**src/rtl/core/lphs_pkg.sv**
```systemverilog
// ----------------------------------------------------------------------------
// lphs_pkg
// Shared sizes, codes and helpers of the linear probing hash set unit.
// ----------------------------------------------------------------------------
package lphs_pkg;

   // table geometry
   localparam int TABLE_SIZE = 32;
   localparam int KEY_BYTES  = 10;
   localparam int SLOT_W     = $clog2(TABLE_SIZE);
   localparam logic [SLOT_W-1:0] LAST_SLOT = SLOT_W'(TABLE_SIZE - 1);

   // byte sum of a whole key, and whether the modulo is a plain mask
   localparam int  SUM_W      = $clog2(KEY_BYTES * 255 + 1);
   localparam bit  TABLE_POW2 = ((TABLE_SIZE & (TABLE_SIZE - 1)) == 0);

   // reciprocal of the table size, exact for every byte sum
   localparam int RECIP_SH = SUM_W + SLOT_W;
   localparam int RECIP    = (2 ** RECIP_SH + TABLE_SIZE - 1) / TABLE_SIZE;

   // payload widths fixed by the interface
   localparam int KEY_LO_W   = 64;
   localparam int KEY_HI_W   = 16;
   localparam int OP_W       = 2;
   localparam int STATUS_W   = 3;
   localparam int SLOT_OUT_W = 5;

   // operation codes (any other code is a membership test)
   localparam logic [OP_W-1:0] OP_INSERT = 2'd0;
   localparam logic [OP_W-1:0] OP_TEST   = 2'd1;
   localparam logic [OP_W-1:0] OP_DELETE = 2'd2;

   // result status codes
   localparam logic [STATUS_W-1:0] ST_INSERTED  = 3'd0;
   localparam logic [STATUS_W-1:0] ST_PRESENT   = 3'd1;
   localparam logic [STATUS_W-1:0] ST_FULL      = 3'd2;
   localparam logic [STATUS_W-1:0] ST_FOUND     = 3'd3;
   localparam logic [STATUS_W-1:0] ST_NOT_FOUND = 3'd4;
   localparam logic [STATUS_W-1:0] ST_DELETED   = 3'd5;

   // slot marks
   localparam logic [1:0] MARK_EMPTY = 2'd0;
   localparam logic [1:0] MARK_USED  = 2'd1;
   localparam logic [1:0] MARK_GONE  = 2'd2;

   // one table entry as held in memory
   typedef struct packed {
      logic [1:0]          mark;
      logic [KEY_HI_W-1:0] key_hi;
      logic [KEY_LO_W-1:0] key_lo;
   } entry_type;

   localparam int ENTRY_W = $bits(entry_type);

   // byte masks for keys shorter than ten bytes
   function automatic logic [KEY_LO_W-1:0] key_lo_mask();
      logic [KEY_LO_W-1:0] m;
      m = '0;
      for (int k = 0; k < 8; k++) begin
         if (k < KEY_BYTES) m[8*k +: 8] = 8'hff;
      end
      return m;
   endfunction

   function automatic logic [KEY_HI_W-1:0] key_hi_mask();
      logic [KEY_HI_W-1:0] m;
      m = '0;
      for (int k = 0; k < 2; k++) begin
         if (k + 8 < KEY_BYTES) m[8*k +: 8] = 8'hff;
      end
      return m;
   endfunction

   localparam logic [KEY_LO_W-1:0] KEY_LO_MASK = key_lo_mask();
   localparam logic [KEY_HI_W-1:0] KEY_HI_MASK = key_hi_mask();

   // sum of all ten key bytes
   function automatic logic [SUM_W-1:0] byte_sum(input logic [KEY_LO_W-1:0] lo,
                                                 input logic [KEY_HI_W-1:0] hi);
      logic [SUM_W-1:0] s;
      s = '0;
      for (int k = 0; k < 8; k++) begin
         s = s + SUM_W'(lo[8*k +: 8]);
      end
      for (int k = 0; k < 2; k++) begin
         s = s + SUM_W'(hi[8*k +: 8]);
      end
      return s;
   endfunction

endpackage

```
**src/rtl/core/lphs_ram.sv**
```systemverilog
// ----------------------------------------------------------------------------
// lphs_ram
// Generic single write, single read memory with a registered read.
// ----------------------------------------------------------------------------
module lphs_ram #(
   parameter int WIDTH = 8,
   parameter int DEPTH = 32
) (
   input  logic                     clock,
   input  logic                     wr_en,
   input  logic [$clog2(DEPTH)-1:0] wr_addr,
   input  logic [WIDTH-1:0]         wr_data,
   input  logic [$clog2(DEPTH)-1:0] rd_addr,
   output logic [WIDTH-1:0]         rd_data
);

   logic [WIDTH-1:0] mem [DEPTH];
   logic [WIDTH-1:0] rd_data_ff;

   // write port
   always_ff @(posedge clock) begin
      if (wr_en) mem[wr_addr] <= wr_data;
   end

   // registered read port
   always_ff @(posedge clock) begin
      rd_data_ff <= mem[rd_addr];
   end

   assign rd_data = rd_data_ff;

endmodule

```
**src/rtl/core/linear_probe_hash_set_unit.sv**
```systemverilog
// ----------------------------------------------------------------------------
// linear_probe_hash_set_unit
// Open addressing hash set of short keys with linear probing and tombstones.
// ----------------------------------------------------------------------------
// Each request inserts, tests or deletes one key of up to ten bytes; exactly
// one result comes back per request, in order. All slots live in one memory
// with a single read port, and the probe walks it one slot per cycle from the
// home slot (key byte sum modulo the table size). A request is taken in the
// idle state, which sums its bytes; the hash state finds the home slot and
// issues its read, the probe state checks the slots in turn and the done
// state loads the result register once it is free, before the unit returns
// to idle for the next request. The unit takes no new request until it is
// through with the last one. With a table size that is not a power of two
// the home slot is found by a reciprocal multiplication before the remainder.
// After reset a clearing pass marks every slot empty, during which no
// request is taken. A result waiting in the output register does not stop
// the next request from being taken.
module linear_probe_hash_set_unit (
   input  logic        clock,
   input  logic        reset,
   // request channel
   input  logic        req_tvalid,
   output logic        req_tready,
   input  logic [79:0] req_tdata,  // key_low [63:0], key_high [79:64]
   input  logic [1:0]  req_tuser,  // op [1:0]
   // result channel
   output logic        rsp_tvalid,
   input  logic        rsp_tready,
   output logic [7:0]  rsp_tdata,  // slot [4:0], zero [7:5]
   output logic [2:0]  rsp_tuser   // status [2:0]
);

   localparam int SLOT_W = lphs_pkg::SLOT_W;
   localparam int SUM_W  = lphs_pkg::SUM_W;
   localparam int PROD_W = 2 * SUM_W + 1;

   typedef enum logic [4:0] {
      S_CLEAR = 5'b00001,
      S_IDLE  = 5'b00010,
      S_HASH  = 5'b00100,
      S_PROBE = 5'b01000,
      S_DONE  = 5'b10000
   } state_type;

   state_type state_ff, state_in;

   logic [lphs_pkg::OP_W-1:0]     op_ff, op_in;
   logic [lphs_pkg::KEY_LO_W-1:0] key_lo_ff, key_lo_in;
   logic [lphs_pkg::KEY_HI_W-1:0] key_hi_ff, key_hi_in;
   logic [SUM_W-1:0]              sum_ff, sum_in;
   logic [SUM_W-1:0]              quo_ff, quo_in;
   logic                          quo_vld_ff, quo_vld_in;
   logic [SLOT_W-1:0]             clr_ff, clr_in;
   logic [SLOT_W-1:0]             cur_ff, cur_in;
   logic [SLOT_W-1:0]             cnt_ff, cnt_in;
   logic                          free_vld_ff, free_vld_in;
   logic [SLOT_W-1:0]             free_ff, free_in;
   logic [lphs_pkg::STATUS_W-1:0] res_status_ff, res_status_in;
   logic [SLOT_W-1:0]             res_slot_ff, res_slot_in;
   logic                          rsp_vld_ff, rsp_vld_in;
   logic [lphs_pkg::STATUS_W-1:0] rsp_status_ff, rsp_status_in;
   logic [lphs_pkg::SLOT_OUT_W-1:0] rsp_slot_ff, rsp_slot_in;

   // memory ports
   logic                  wr_en;
   logic [SLOT_W-1:0]     wr_addr;
   lphs_pkg::entry_type   wr_entry;
   logic [SLOT_W-1:0]     rd_addr;
   lphs_pkg::entry_type   rd_entry;
   logic [lphs_pkg::ENTRY_W-1:0] rd_raw;

   lphs_ram #(
      .WIDTH (lphs_pkg::ENTRY_W),
      .DEPTH (lphs_pkg::TABLE_SIZE)
   ) u_table (
      .clock   (clock),
      .wr_en   (wr_en),
      .wr_addr (wr_addr),
      .wr_data (wr_entry),
      .rd_addr (rd_addr),
      .rd_data (rd_raw)
   );

   assign rd_entry = lphs_pkg::entry_type'(rd_raw);

   // probe decode of the slot just read
   logic [SLOT_W-1:0] next_slot;
   logic [PROD_W-1:0] quo_prod;
   logic [SLOT_W-1:0] home_rem;
   logic              slot_used, slot_empty, slot_hit, probe_last;
   logic              any_free;
   logic [SLOT_W-1:0] any_free_slot;

   assign next_slot  = (cur_ff == lphs_pkg::LAST_SLOT) ? '0 : cur_ff + 1'b1;
   assign slot_used  = (rd_entry.mark == lphs_pkg::MARK_USED);
   assign slot_empty = (rd_entry.mark == lphs_pkg::MARK_EMPTY);
   assign slot_hit   = slot_used && (rd_entry.key_lo == key_lo_ff)
                                 && (rd_entry.key_hi == key_hi_ff);
   assign probe_last = (cnt_ff == lphs_pkg::LAST_SLOT);
   assign any_free      = free_vld_ff || !slot_used;
   assign any_free_slot = free_vld_ff ? free_ff : cur_ff;

   // home slot remainder from the quotient by reciprocal multiplication
   assign quo_prod = PROD_W'(sum_ff) * PROD_W'(lphs_pkg::RECIP);
   assign home_rem = SLOT_W'(sum_ff - SUM_W'(quo_ff * SUM_W'(lphs_pkg::TABLE_SIZE)));

   // sequencer
   always_comb begin
      state_in      = state_ff;
      op_in         = op_ff;
      key_lo_in     = key_lo_ff;
      key_hi_in     = key_hi_ff;
      sum_in        = sum_ff;
      quo_in        = quo_ff;
      quo_vld_in    = quo_vld_ff;
      clr_in        = clr_ff;
      cur_in        = cur_ff;
      cnt_in        = cnt_ff;
      free_vld_in   = free_vld_ff;
      free_in       = free_ff;
      res_status_in = res_status_ff;
      res_slot_in   = res_slot_ff;
      rsp_vld_in    = rsp_vld_ff && !rsp_tready;
      rsp_status_in = rsp_status_ff;
      rsp_slot_in   = rsp_slot_ff;
      wr_en         = 1'b0;
      wr_addr       = cur_ff;
      wr_entry      = '{mark: lphs_pkg::MARK_USED, key_hi: key_hi_ff, key_lo: key_lo_ff};
      rd_addr       = next_slot;

      case (state_ff)
         // mark every slot empty after reset
         S_CLEAR: begin
            wr_en    = 1'b1;
            wr_addr  = clr_ff;
            wr_entry = '{mark: lphs_pkg::MARK_EMPTY, key_hi: '0, key_lo: '0};
            clr_in   = clr_ff + 1'b1;
            if (clr_ff == lphs_pkg::LAST_SLOT) state_in = S_IDLE;
         end

         // take a request and sum its bytes
         S_IDLE: begin
            if (req_tvalid) begin
               op_in      = req_tuser;
               key_lo_in  = req_tdata[63:0]  & lphs_pkg::KEY_LO_MASK;
               key_hi_in  = req_tdata[79:64] & lphs_pkg::KEY_HI_MASK;
               sum_in     = lphs_pkg::byte_sum(req_tdata[63:0]  & lphs_pkg::KEY_LO_MASK,
                                               req_tdata[79:64] & lphs_pkg::KEY_HI_MASK);
               quo_vld_in = 1'b0;
               state_in   = S_HASH;
            end
         end

         // home slot, then first read of the probe
         S_HASH: begin
            if (lphs_pkg::TABLE_POW2 || quo_vld_ff) begin
               cur_in      = lphs_pkg::TABLE_POW2 ? SLOT_W'(sum_ff) : home_rem;
               rd_addr     = cur_in;
               cnt_in      = '0;
               free_vld_in = 1'b0;
               state_in    = S_PROBE;
            end else begin
               quo_in     = SUM_W'(quo_prod >> lphs_pkg::RECIP_SH);
               quo_vld_in = 1'b1;
            end
         end

         // one slot per cycle, next read already issued
         S_PROBE: begin
            cur_in   = next_slot;
            cnt_in   = cnt_ff + 1'b1;
            case (op_ff)
               lphs_pkg::OP_INSERT: begin
                  if (slot_hit) begin
                     res_status_in = lphs_pkg::ST_PRESENT;
                     res_slot_in   = cur_ff;
                     state_in      = S_DONE;
                  end else if (slot_empty || probe_last) begin
                     if (any_free) begin
                        wr_en         = 1'b1;
                        wr_addr       = any_free_slot;
                        res_status_in = lphs_pkg::ST_INSERTED;
                        res_slot_in   = any_free_slot;
                     end else begin
                        res_status_in = lphs_pkg::ST_FULL;
                        res_slot_in   = '0;
                     end
                     state_in = S_DONE;
                  end else if (!free_vld_ff && !slot_used) begin
                     free_vld_in = 1'b1;
                     free_in     = cur_ff;
                  end
               end

               lphs_pkg::OP_DELETE: begin
                  if (slot_hit) begin
                     wr_en         = 1'b1;
                     wr_addr       = cur_ff;
                     wr_entry.mark = lphs_pkg::MARK_GONE;
                     res_status_in = lphs_pkg::ST_DELETED;
                     res_slot_in   = cur_ff;
                     state_in      = S_DONE;
                  end else if (probe_last) begin
                     res_status_in = lphs_pkg::ST_NOT_FOUND;
                     res_slot_in   = '0;
                     state_in      = S_DONE;
                  end
               end

               // membership test, also for the unused code
               default: begin
                  if (slot_hit) begin
                     res_status_in = lphs_pkg::ST_FOUND;
                     res_slot_in   = cur_ff;
                     state_in      = S_DONE;
                  end else if (slot_empty || probe_last) begin
                     res_status_in = lphs_pkg::ST_NOT_FOUND;
                     res_slot_in   = '0;
                     state_in      = S_DONE;
                  end
               end
            endcase
         end

         // hand the result to the output register once it is free
         S_DONE: begin
            if (!rsp_vld_ff || rsp_tready) begin
               rsp_vld_in    = 1'b1;
               rsp_status_in = res_status_ff;
               rsp_slot_in   = lphs_pkg::SLOT_OUT_W'(res_slot_ff);
               state_in      = S_IDLE;
            end
         end

         default: begin
            state_in = S_CLEAR;
         end
      endcase
   end

   // control registers
   always_ff @(posedge clock) begin
      if (reset) begin
         state_ff   <= S_CLEAR;
         clr_ff     <= '0;
         rsp_vld_ff <= 1'b0;
      end else begin
         state_ff   <= state_in;
         clr_ff     <= clr_in;
         rsp_vld_ff <= rsp_vld_in;
      end
   end

   // payload registers
   always_ff @(posedge clock) begin
      op_ff         <= op_in;
      key_lo_ff     <= key_lo_in;
      key_hi_ff     <= key_hi_in;
      sum_ff        <= sum_in;
      quo_ff        <= quo_in;
      quo_vld_ff    <= quo_vld_in;
      cur_ff        <= cur_in;
      cnt_ff        <= cnt_in;
      free_vld_ff   <= free_vld_in;
      free_ff       <= free_in;
      res_status_ff <= res_status_in;
      res_slot_ff   <= res_slot_in;
      rsp_status_ff <= rsp_status_in;
      rsp_slot_ff   <= rsp_slot_in;
   end

   // ports
   assign req_tready = (state_ff == S_IDLE);
   assign rsp_tvalid = rsp_vld_ff;
   assign rsp_tuser  = rsp_status_ff;
   assign rsp_tdata  = {3'b000, rsp_slot_ff};

endmodule

```
**config.mk**
```make
export PLATFORM = sky130hd
export DESIGN_NAME = linear_probe_hash_set_unit
export DESIGN_NICKNAME = d
export VERILOG_FILES = /design/src/rtl/core/lphs_pkg.sv /design/src/rtl/core/lphs_ram.sv /design/src/rtl/core/linear_probe_hash_set_unit.sv
export SDC_FILE = /design/constraint.sdc
export NUM_CORES = 2
export LEC_CHECK = 0
export BUFFER_PORTS_ARGS = -buffer_cell sky130_fd_sc_hd__buf_2
export CORE_UTILIZATION = 65
export DETAILED_ROUTE_END_ITERATION = 10
export PLACE_DENSITY = 0.82
export SYNTH_ARGS = -nofsm -noshare
export SYNTH_HDL_FRONTEND = slang
export SYNTH_HIERARCHICAL = 1
export SYNTH_SLANG_ARGS = --single-unit
```
**constraint.sdc**
```tcl
create_clock -name clock -period 21.2 [get_ports clock]
set_input_delay 2.12 -clock clock [delete_from_list [all_inputs] [get_ports clock]]
set_output_delay 2.12 -clock clock [all_outputs]
set_load 0.02 [all_outputs]
```
==> out/results.tsv <==
metric	value	unit
portBuffers	95	
outcome	completed	
drc	0	
cts-htree-levels	5	
fin_skew	0.0738	ns
cts_buffers	287	
post_cts_buffers	0	
synth.mux.area_fraction	13.0	%
synth_top_family_by_area	multiplexers	
clkLatencyLatePin	0.95	ns
timing.final.ws_setup	14.44	ns
dp_cells	7539	
layout-drive-gt1-share	17.3	%
swShare	21.7	%
die_x	411	microns
crit_path_end_kind	flop	
area_delta_synth_final	11.0	%
drv_cap	0	
fillerInstances	8739	
syn_area	109000	sq um
crit_fanout	40	
reg2regPathDepth	10	
track_usage	36.7	%
fin_crit_sh	31.9	%
antenna_found_initial	13	
synth.largest_area_cell	edfxtp_1	
gp_congestion	0.959	
rows	149	
dp_slack	14.67	ns
r2r_slack	14.44	ns
synthSimpleGateAreaFrac	2.58	%
cts.path.max_buffers	4	
worst-setup-path-type	flop to flop	
fin_tns_setup	0	ns
hold_depth	0	
die-area	169000	sq um
crit_arrival	7.28	ns
cts_tree	yes	
die_h	411	microns
grt_pass1_vias	58800	
avgSynthCellArea	20.1	sq um
p_sw	2.57	mW
hold_path_class	flop to flop	
synth_top_area_share	75.8	%
p_total	11.9	mW
p_leak	40.4	nW
max_slew_margin	7.42	%
gr-total-overflow	0	
yosysSeqAreaShare	77.5	%
synth_common_cells	edfxtp_1, mux2i_1, a22oi_1	
critPathLaunchType	flop	
first_pass_iters	7	
yosysMostFrequentCell	edfxtp_1	
vias_per_cell	7.40	
cts_hold_buf	0	
num_vias	59500	
clockPowerShare	40.5	%
core_region_area	165000	sq um
drtIter0Drc	11000	
grt_pass1_wl	428	mm
hold_viol	0	
final_max_slew_viol_count	0	
synthXorXnorAreaFrac	0.853	%
tightest_slew	1.39	ns
power.internal	9.29	mW
clockRootBuffer	clkbuf_16	
async_reset_ff_share	0	%
ios	99	
power_density	98.4	nW/um^2
grt_max_degree	145	
clock_sinks	2836	
combPwrFrac	5.0	%
synth-compound-area-share	3.91	%
rsz0062_at_grt	no	
synth_fa_ha_area_share	0.640	%
fin_nets	5765	
synth_cells	5414	
final_cell_count_no_fill	8043	
fmax	148	MHz
synth_edf_count	2743	
worstPathRequired	21.72	ns
synth_seq_cells	2836	
max-vdd-ir-drop	0.120	mV
dp_hpwl	160	mm
path_clk_slew	0.06	ns
multi_input_area	23200	sq um
synthFlopType	edfxtp_1	
postRouteAntennaNets	0	
drt_wl_total	308	mm
synth.distinct_cells	63	
wl_per_cell	38.3	microns
initial_core_util	65.7	%
cts.repair.resized	0	
seqPwrFrac	54.5	%
period_minus_slack	6.76	ns
setup_viol	0	
ys_warn_count	6	
ff_latch_area	84200	sq um
synthTopCellsByArea	edfxtp_1, mux4_2, mux2i_1, a22oi_1, dfxtp_1	
per-layer routing:
metal  vias to the layer above  wire (microns)  share of wire [%]  GRT usage, %
li1                      22600               -                  -             -
met1                     29800           98500                 32          48.0
met2                      5955          140000                 46          55.5
met3                      1187           50500                 16          11.8
met4                        16           18900                6.1          19.7
met5                         -              92              0.030             0
placed cells by master, fill, tap and decap left out, drive strengths merged, types with 26 or more instances in the layout:
cell and instances:
clkinv 98, a31oi 45, nor2 68, a22oi 422, mux4 329, nand4 62
clkbuf 378, nand2 57, fa 26, mux2i 660, a21oi 27, buf 224
a22o 45, xnor2 91, and2 95, edfxtp 2743, inv 57, dfxtp 93
nand3 169
path summary, 6_finish.rpt:
kind                            startpoint                           end
setup reg to reg   key_lo_ff[27]$_DFFE_PP_  u_table/mem[1][19]$_DFFE_PP_
hold / removal    res_slot_ff[4]$_DFFE_PP_      rsp_slot_ff[4]$_DFFE_PP_
hold reg to reg   res_slot_ff[4]$_DFFE_PP_      rsp_slot_ff[4]$_DFFE_PP_
setup / recovery   key_lo_ff[27]$_DFFE_PP_  u_table/mem[1][19]$_DFFE_PP_
final cells by class:
class,instances,share of cell area [%]
tap,2189,2.27
clock buffer,378,6.49
antenna,5,0.0104
multi-input combinational,2241,19.2
sequential,2836,69.9
timing repair buffer,224,1.23
clock inverter,121,0.763
inverter,49,0.153
cells by family (layout without fill, tap and decap cells):
group | count (synthesis) | in the layout
other | 1 | 8
and+or+nand+nor | 524 | 524
AOI/OAI and AO/OA | 573 | 573
buffers and inverters | 339 | 772
DFF | 2836 | 2836
adders and majority gates | 40 | 40
muxes | 996 | 996
xor gates and xnor gates | 105 | 105
power groups by stage:
stage | clock network, mW | registers [mW] | logic [mW]
6_report | 4.80 | 6.47 | 0.597
5_1_grt | 5.01 | 6.47 | 0.613
4_1_cts | 4.81 | 6.46 | 0.577
3_5_place_dp | 0 | 6.58 | 0.566
3_3_place_gp | 0 | 6.56 | 0.553
2_1_floorplan | 0 | 6.57 | 0.313
registers in the layout (all words and copies together) (netlist names), 16 cells and up:
| register | cells |
|---|---|
| u_table/rd_data | 82 |
| key_hi_ff | 16 |
| key_lo_ff | 64 |
| u_table/mem | 2624 |
critical path: stages, from the launching register on:
cell and delay, ns:
edfxtp_1 0.39, xnor2_1 0.86, nand4_1 0.18, or4_4 0.54
or3_4 0.42, o21ba_1 0.23, a221o_1 0.39, nand3b_1 0.69
nor2_4 1.19, buf_4 0.59, buf_4 0.79
per-stage QoR:
stage	cell area [sq um]	utilization (%)	hold WS [ns]
CTS	121000	72.9	0.428
global placement	112000	67.6	0.406
global route	121000	72.9	0.432
finish	121000	72.9	0.428
floorplan	109000	-	0.400
detailed placement	112000	67.6	0.407
No activity file was read; power rests on OpenSTA's default activity.
